## src/sv/rsle_pkg.sv

```systemverilog
`timescale 1ns / 1ps
// ----------------------------------------------------------------------------
// rsle_pkg
// shared types and constants of the ring symbol line encoder
// ----------------------------------------------------------------------------
package rsle_pkg;

   typedef logic [1:0] sym_type;

   localparam sym_type SYM_EMPTY = 2'd0;
   localparam sym_type SYM_POINT = 2'd1;
   localparam sym_type SYM_MARK  = 2'd2;

   localparam logic [7:0] MASK_RESET = 8'h96;

   typedef enum logic [2:0] {
      OP_HOLD,
      OP_LOAD,
      OP_PASS1,
      OP_PASS2,
      OP_PASS3,
      OP_FORCE,
      OP_EMIT
   } op_type;

   typedef struct packed {
      op_type op;
      logic   scan_en;
   } cmd_type;

endpackage

```

## src/sv/ring_symbol_line_encoder.sv

```systemverilog
`timescale 1ns / 1ps
// ----------------------------------------------------------------------------
// ring_symbol_line_encoder
// whitens codeword bytes into a ring of symbols, rewrites it and emits it
// ----------------------------------------------------------------------------
// channel   direction  handshake              payload
// req       in         start && !busy         req_data_byte
// rsp       out        rsp_valid (strobe)     rsp_symbol, rsp_last_symbol
// csr       in         csr_valid && csr_ready csr_whitening_mask
//
// a non-final byte is taken and busy stays low
// the final byte starts three scans of the ring, one symbol a cycle, a tail
// fix step and emission of one symbol a cycle, with busy high throughout
// synchronous reset clears the sequencer and sets the mask to 0x96
// results are strobed once and cannot be stalled
// ----------------------------------------------------------------------------
module ring_symbol_line_encoder import rsle_pkg::*; #(
   parameter int NUM_BYTES = 6
) (
   input  logic       clock,
   input  logic       reset,
   input  logic       start,
   output logic       busy,
   input  logic [7:0] req_data_byte,
   output logic       rsp_valid,
   output logic [1:0] rsp_symbol,
   output logic       rsp_last_symbol,
   input  logic       csr_valid,
   output logic       csr_ready,
   input  logic [7:0] csr_whitening_mask
);

   cmd_type cmd;
   logic    hit;
   sym_type head_symbol;

   assign csr_ready  = 1'b1;
   assign rsp_symbol = head_symbol;

   rsle_ctrl #(
      .NUM_BYTES (NUM_BYTES)
   ) u_ctrl (
      .clock           (clock),
      .reset           (reset),
      .start           (start),
      .hit             (hit),
      .cmd             (cmd),
      .busy            (busy),
      .rsp_valid       (rsp_valid),
      .rsp_last_symbol (rsp_last_symbol)
   );

   rsle_datapath #(
      .NUM_BYTES (NUM_BYTES)
   ) u_datapath (
      .clock              (clock),
      .reset              (reset),
      .cmd                (cmd),
      .data_byte          (req_data_byte),
      .csr_valid          (csr_valid),
      .csr_whitening_mask (csr_whitening_mask),
      .hit                (hit),
      .head_symbol        (head_symbol)
   );

endmodule

```

## src/sv/rsle_datapath.sv

```systemverilog
`timescale 1ns / 1ps
// ----------------------------------------------------------------------------
// rsle_datapath
// symbol ring, whitening mask and rewrite window at the head of the ring
// ----------------------------------------------------------------------------
module rsle_datapath import rsle_pkg::*; #(
   parameter int NUM_BYTES = 6
) (
   input  logic       clock,
   input  logic       reset,
   input  cmd_type    cmd,
   input  logic [7:0] data_byte,
   input  logic       csr_valid,
   input  logic [7:0] csr_whitening_mask,
   output logic       hit,
   output sym_type    head_symbol
);

   localparam int SYM_COUNT = 8 * NUM_BYTES;

   logic [7:0] mask_ff;
   logic [7:0] whitened;
   sym_type    sym_ff [SYM_COUNT];
   sym_type    sym_in [SYM_COUNT];
   sym_type    win    [SYM_COUNT];

   always_ff @(posedge clock) begin
      if (reset) begin
         mask_ff <= MASK_RESET;
      end else if (csr_valid) begin
         mask_ff <= csr_whitening_mask;
      end
   end

   assign whitened    = data_byte ^ mask_ff;
   assign head_symbol = sym_ff[0];

   always_comb begin
      unique case (cmd.op) inside
         OP_PASS1: hit = (sym_ff[0] == SYM_POINT) && (sym_ff[1] == SYM_POINT);
         OP_PASS2: hit = (sym_ff[0] == SYM_MARK) && (sym_ff[1] == SYM_MARK) &&
                         (sym_ff[2] == SYM_MARK) && (sym_ff[3] == SYM_MARK);
         OP_PASS3: hit = (sym_ff[0] == SYM_EMPTY) && (sym_ff[1] == SYM_EMPTY) &&
                         (sym_ff[2] == SYM_EMPTY) && (sym_ff[3] == SYM_EMPTY) &&
                         (sym_ff[4] == SYM_EMPTY);
         default:  hit = 1'b0;
      endcase
   end

   always_comb begin
      win = sym_ff;
      if (cmd.scan_en && hit) begin
         unique case (cmd.op) inside
            OP_PASS1: begin
               win[0] = SYM_MARK;
               win[1] = SYM_MARK;
            end
            OP_PASS2: begin
               win[1] = SYM_POINT;
            end
            OP_PASS3: begin
               win[1] = SYM_POINT;
               win[2] = SYM_POINT;
               win[3] = SYM_POINT;
            end
            default: begin
            end
         endcase
      end
   end

   always_comb begin
      sym_in = sym_ff;
      unique case (cmd.op) inside
         OP_LOAD: begin
            for (int k = 0; k < SYM_COUNT - 8; k++) begin
               sym_in[k] = sym_ff[k + 8];
            end
            for (int j = 0; j < 8; j++) begin
               sym_in[SYM_COUNT - 8 + j] = {1'b0, whitened[j]};
            end
         end
         OP_PASS1, OP_PASS2, OP_PASS3, OP_EMIT: begin
            // rotate the ring one place toward the head
            for (int k = 0; k < SYM_COUNT - 1; k++) begin
               sym_in[k] = win[k + 1];
            end
            sym_in[SYM_COUNT - 1] = win[0];
         end
         OP_FORCE: begin
            sym_in[SYM_COUNT - 4] = SYM_MARK;
            sym_in[SYM_COUNT - 3] = SYM_POINT;
            sym_in[SYM_COUNT - 2] = SYM_POINT;
            sym_in[SYM_COUNT - 1] = SYM_EMPTY;
         end
         default: begin
         end
      endcase
   end

   always_ff @(posedge clock) begin
      sym_ff <= sym_in;
   end

endmodule

```

## src/sv/rsle_ctrl.sv

```systemverilog
`timescale 1ns / 1ps
// ----------------------------------------------------------------------------
// rsle_ctrl
// sequencer for byte loading, the three ring scans, tail forcing and emission
// ----------------------------------------------------------------------------
module rsle_ctrl import rsle_pkg::*; #(
   parameter int NUM_BYTES = 6
) (
   input  logic    clock,
   input  logic    reset,
   input  logic    start,
   input  logic    hit,
   output cmd_type cmd,
   output logic    busy,
   output logic    rsp_valid,
   output logic    rsp_last_symbol
);

   localparam int SYM_COUNT = 8 * NUM_BYTES;
   localparam int PW        = $clog2(SYM_COUNT);
   localparam int BW        = $clog2(NUM_BYTES + 1);

   typedef enum logic [5:0] {
      ST_IDLE  = 6'b000001,
      ST_PASS1 = 6'b000010,
      ST_PASS2 = 6'b000100,
      ST_PASS3 = 6'b001000,
      ST_FORCE = 6'b010000,
      ST_EMIT  = 6'b100000
   } state_type;

   state_type     state_ff, state_in;
   logic [PW-1:0] pos_ff, pos_in;
   logic [BW-1:0] bytes_ff, bytes_in;
   logic [2:0]    skip_ff, skip_in;
   logic          pos_end;
   logic          last_byte;

   assign pos_end   = (pos_ff == PW'(SYM_COUNT - 1));
   assign last_byte = (bytes_ff == BW'(NUM_BYTES - 1));

   always_comb begin
      state_in    = state_ff;
      pos_in      = pos_ff;
      bytes_in    = bytes_ff;
      skip_in     = (skip_ff != 3'd0) ? skip_ff - 3'd1 : 3'd0;
      cmd.op      = OP_HOLD;
      cmd.scan_en = 1'b0;
      unique case (state_ff)
         ST_IDLE: begin
            skip_in = 3'd0;
            if (start) begin
               cmd.op = OP_LOAD;
               pos_in = '0;
               if (last_byte) begin
                  bytes_in = '0;
                  state_in = ST_PASS1;
               end else begin
                  bytes_in = bytes_ff + BW'(1);
               end
            end
         end
         ST_PASS1: begin
            cmd.op      = OP_PASS1;
            cmd.scan_en = (pos_ff <= PW'(SYM_COUNT - 2));
            pos_in      = pos_ff + PW'(1);
            if (pos_end) begin
               pos_in   = '0;
               state_in = ST_PASS2;
            end
         end
         ST_PASS2: begin
            cmd.op      = OP_PASS2;
            cmd.scan_en = (pos_ff <= PW'(SYM_COUNT - 2)) && (skip_ff == 3'd0);
            pos_in      = pos_ff + PW'(1);
            if (cmd.scan_en && hit) begin
               skip_in = 3'd3;
            end
            if (pos_end) begin
               pos_in   = '0;
               skip_in  = 3'd0;
               state_in = ST_PASS3;
            end
         end
         ST_PASS3: begin
            cmd.op      = OP_PASS3;
            cmd.scan_en = (pos_ff <= PW'(SYM_COUNT - 5)) && (skip_ff == 3'd0);
            pos_in      = pos_ff + PW'(1);
            if (cmd.scan_en && hit) begin
               skip_in = 3'd4;
            end
            if (pos_end) begin
               pos_in   = '0;
               skip_in  = 3'd0;
               state_in = ST_FORCE;
            end
         end
         ST_FORCE: begin
            cmd.op   = OP_FORCE;
            pos_in   = '0;
            state_in = ST_EMIT;
         end
         ST_EMIT: begin
            cmd.op = OP_EMIT;
            pos_in = pos_ff + PW'(1);
            if (pos_end) begin
               pos_in   = '0;
               state_in = ST_IDLE;
            end
         end
         default: begin
            state_in = ST_IDLE;
         end
      endcase
   end

   always_ff @(posedge clock) begin
      if (reset) begin
         state_ff <= ST_IDLE;
         pos_ff   <= '0;
         bytes_ff <= '0;
         skip_ff  <= 3'd0;
      end else begin
         state_ff <= state_in;
         pos_ff   <= pos_in;
         bytes_ff <= bytes_in;
         skip_ff  <= skip_in;
      end
   end

   assign busy            = (state_ff != ST_IDLE);
   assign rsp_valid       = (state_ff == ST_EMIT);
   assign rsp_last_symbol = (state_ff == ST_EMIT) && pos_end;

endmodule
```

## config.mk

```make
export PLATFORM = sky130hd
export DESIGN_NAME = ring_symbol_line_encoder
export DESIGN_NICKNAME = d
export VERILOG_FILES = /design/src/sv/rsle_pkg.sv /design/src/sv/ring_symbol_line_encoder.sv /design/src/sv/rsle_datapath.sv /design/src/sv/rsle_ctrl.sv
export SDC_FILE = /design/constraint.sdc
export NUM_CORES = 1
export LEC_CHECK = 0
export BUFFER_PORTS_ARGS = -buffer_cell sky130_fd_sc_hd__buf_2
export CAP_MARGIN = 20
export CORE_MARGIN = 1.5
export CORE_UTILIZATION = 25
export CTS_BUF_LIST = sky130_fd_sc_hd__clkbuf_8
export CTS_CLUSTER_SIZE = 10
export DETAILED_ROUTE_END_ITERATION = 7
export PLACE_DENSITY = 0.43
export SLEW_MARGIN = 20
export SYNTH_ARGS = -nofsm -noshare
export SYNTH_HDL_FRONTEND = slang
export SYNTH_SLANG_ARGS = --single-unit
```

## constraint.sdc

```tcl
create_clock -name clock -period 4.6 [get_ports clock]
set_clock_uncertainty 0.1 [all_clocks]
set_input_delay 0.23 -clock clock [delete_from_list [all_inputs] [get_ports clock]]
set_output_delay 0.23 -clock clock [all_outputs]
set_load 0.05 [all_outputs]
```

==> run metrics <==
Primary FF master, synth=edfxtp_1; vias in the first global route=approximately 3800; number of placed instances, taps included=838; largest net degree at the start of global routing=83; max-cap check violation count=0; Yosys reg bits=122; Cell Rows=54; Layout Nets=between 600 and 700; syn nets=584; Avg Cell Area, Syn=between 9 and 10 um^2; layout cells sized above 1=0.1221; Skew-Pair Late Insertion Delay=0.44 ns; Residual DRC=0; fin util=0.2913; cells after synthesis=562; final period utilization=0.6092; fmax=0.3569 GHz; area delta synth->final=14.23%; Setup WS post-layout=1.798 ns; area leader, netlist=edfxtp_1; Post-synth EDFFs=96; Top Family by Delay on Critical Path=buffers and inverters; most common library cells after synthesis=244 x nand2_1, 96 x edfxtp_1, 26 x dfxtp_1; Fin Setup TNS=0 ns; Setup WS pre-CTS=approximately 1.8 ns; Yosys cell types=60; Slew @ Worst Pin=around 0.95 ns; Layout Cells excl Fill=slightly below 900; Max Buffers Root-to-Sink=2; relative slew slack=0.3681; worst path arrival time=between 2 and 3 ns; CP max-delay cell=buf_4; Post-synth ARST share=0; Synth area leaders=edfxtp_1 52%, nand2_1 16%, dfxtp_1 9.4%, nor2_1 1.6%, o21ai_0 1.4%; Vias=3829; CTS Buf Count=17; Final ANT Viol Nets=0; sequential area share after synthesis=0.6115; Routed WL=around 11000 um; clk sinks=roughly 120; core footprint=between 0.02 and 0.025 mm^2; Mapped Area=0.005565 mm^2; Root Driver=clkbuf_8; die height=around 150 um; RSZ-0062 raised after global routing=no; die width=152.2 um; CP Cell Sequence=xor2_1 -> o211ai_1 -> nand2_2 -> buf_4 -> o21ai_0; status=completed; startpoint types=flip-flop; die area=0.02316 mm^2; Port Buffers=24; Ports=26; vias per cell=4.361; total grt overflow=0; initial core utilization=0.2550; Setup crit end kind=flip-flop; gp weighted congestion=0.7188; Final Hold Viols=0; Crit Path Max Fanout=60; final setup fails=0; first-pass GRT wire length=a little under 20000 um; Buf/Inv on CP=1; fin crit period=2.802 ns; HP Class=input pin to flip-flop; leakage=2.531 nW; number of H-tree levels=4; # diodes=0; Yosys warning total=0; VDD IR max=0.0001754 V; Power per Cell Area=354.4 mW/mm^2; final hold slack=roughly 0.064 ns; Routed WL per cell=13.10 um; CTS clk-pin slew, worst paths=around 0.09 ns; initial antenna violation count=0; DR pass1 iterations=5; Crit path largest cell delay=between 0.6 and 0.7 ns; Worst EP required=4.66 ns; Starting DRT DRC Count=249; fin. max-slew vios=0; share of the synthesized area in the top cell type=0.5180; Final HPWL DP=7313 um; CTS tree=done; count leader, synth=nand2_1; CP Class=flip-flop to flip-flop; GRT Overall Usage=0.1043
[registers in the layout (all words and copies together), names as in the netlist]
signal	count
u_ctrl.bytes_ff	3
u_datapath.sym_ff	94
u_datapath.head_symbol	2
u_ctrl.skip_ff	3
u_ctrl.state_ff	6
u_datapath.mask_ff	8
u_ctrl.pos_ff	6
[layer usage]
layer	vias to the layer above	track usage	wire (um)
met5	-	0	0
met4	0	0.03883	116
met3	8	0.03043	389
met2	57	0.1625	5299
met1	1799	0.1370	5693
li1	1965	-	-
[tightest hold or removal path: cells and delay by family]
kind	cells	cell delay, ns
AO/OA/AOI/OAI	1	0.14
buffers and inverters	1	0.09
XOR/XNOR	1	0.05
[worst paths after layout]
| kind | end | slack [ns] | cells after the start | start |
|---|---|---|---|---|
| setup / recovery | u_datapath.sym_ff[21] | 1.80 | 5 | u_ctrl.state_ff[2] |
| hold / removal | u_datapath.sym_ff[8] | 0.06 | 3 | req_data_byte[3] |
| setup reg to reg | u_datapath.sym_ff[21] | 1.80 | 5 | u_ctrl.state_ff[2] |
| hold reg to reg | u_ctrl.bytes_ff[1] | 0.39 | 2 | u_ctrl.bytes_ff[1] |
[through the flow]
stage | total power [mW] | area, um^2
after floorplan | 1.383 | 5565
after global placement | 1.419 | 5929
after detailed placement | 1.421 | 5929
after CTS | 2.286 | 6357
after global routing | 2.352 | 6357
final | 2.253 | 6357
[kinds of logic after synthesis]
logic type	count (synthesis)	synth area share
compound gates	57	0.06813
xor+xnor	12	0.01888
fa+ha+maj	2	0.004496
buf+inv	39	0.03170
flops	122	0.6115
mux	7	0.01259
other cells	1	0.0006738
simple gates	322	0.2520
[cell usage in the layout, fill, tap and decap left out, types with 3 or more instances in the layout]
cell type      count
nor2_1            22
dfxtp_1           26
edfxtp_1          96
mux2i_1            7
o21ai_0           16
or3_1              4
nand3_1            5
inv_6              4
clkinv_4           4
nor2b_1            5
nand2_1          242
xor2_1             7
xnor2_1            5
a211o_1            5
inv_1              5
nand4b_1           3
dlygate4sd3_1      8
buf_2             24
inv_4              5
and2_1             6
and3_1             3
clkbuf_8          17
nor3_1             7
a21oi_1           14
buf_4              3
and4b_1            3
[report_power, final]
group          switching, mW  internal [mW]
Combinational         0.0654         0.0429
Sequential            0.0324           1.26
Clock                  0.474          0.381
Total                  0.571           1.68
[layout make-up]
class | instances | area (um^2)
Sequential cell | 122 | 3403
Timing Repair Buffer | 35 | 222.7
Fill cell | 2332 | 15470
Clock buffer | 17 | 234.0
Multi-Input combinational cell | 401 | 2003
Tap cell | 280 | 350.3
Clock inverter | 15 | 113.9
Inverter | 8 | 30.03
[timing repair]
action | 4_1_cts | 5_1_grt
gates resized for setup | 0 | 0
hold buffers | 8 | 0
hold endpoints to repair | 8 | 0
setup buffers | 0 | 0
endpoints found under the setup margin | 0 | 0
Note: power is estimated with default switching activity, not from simulation.
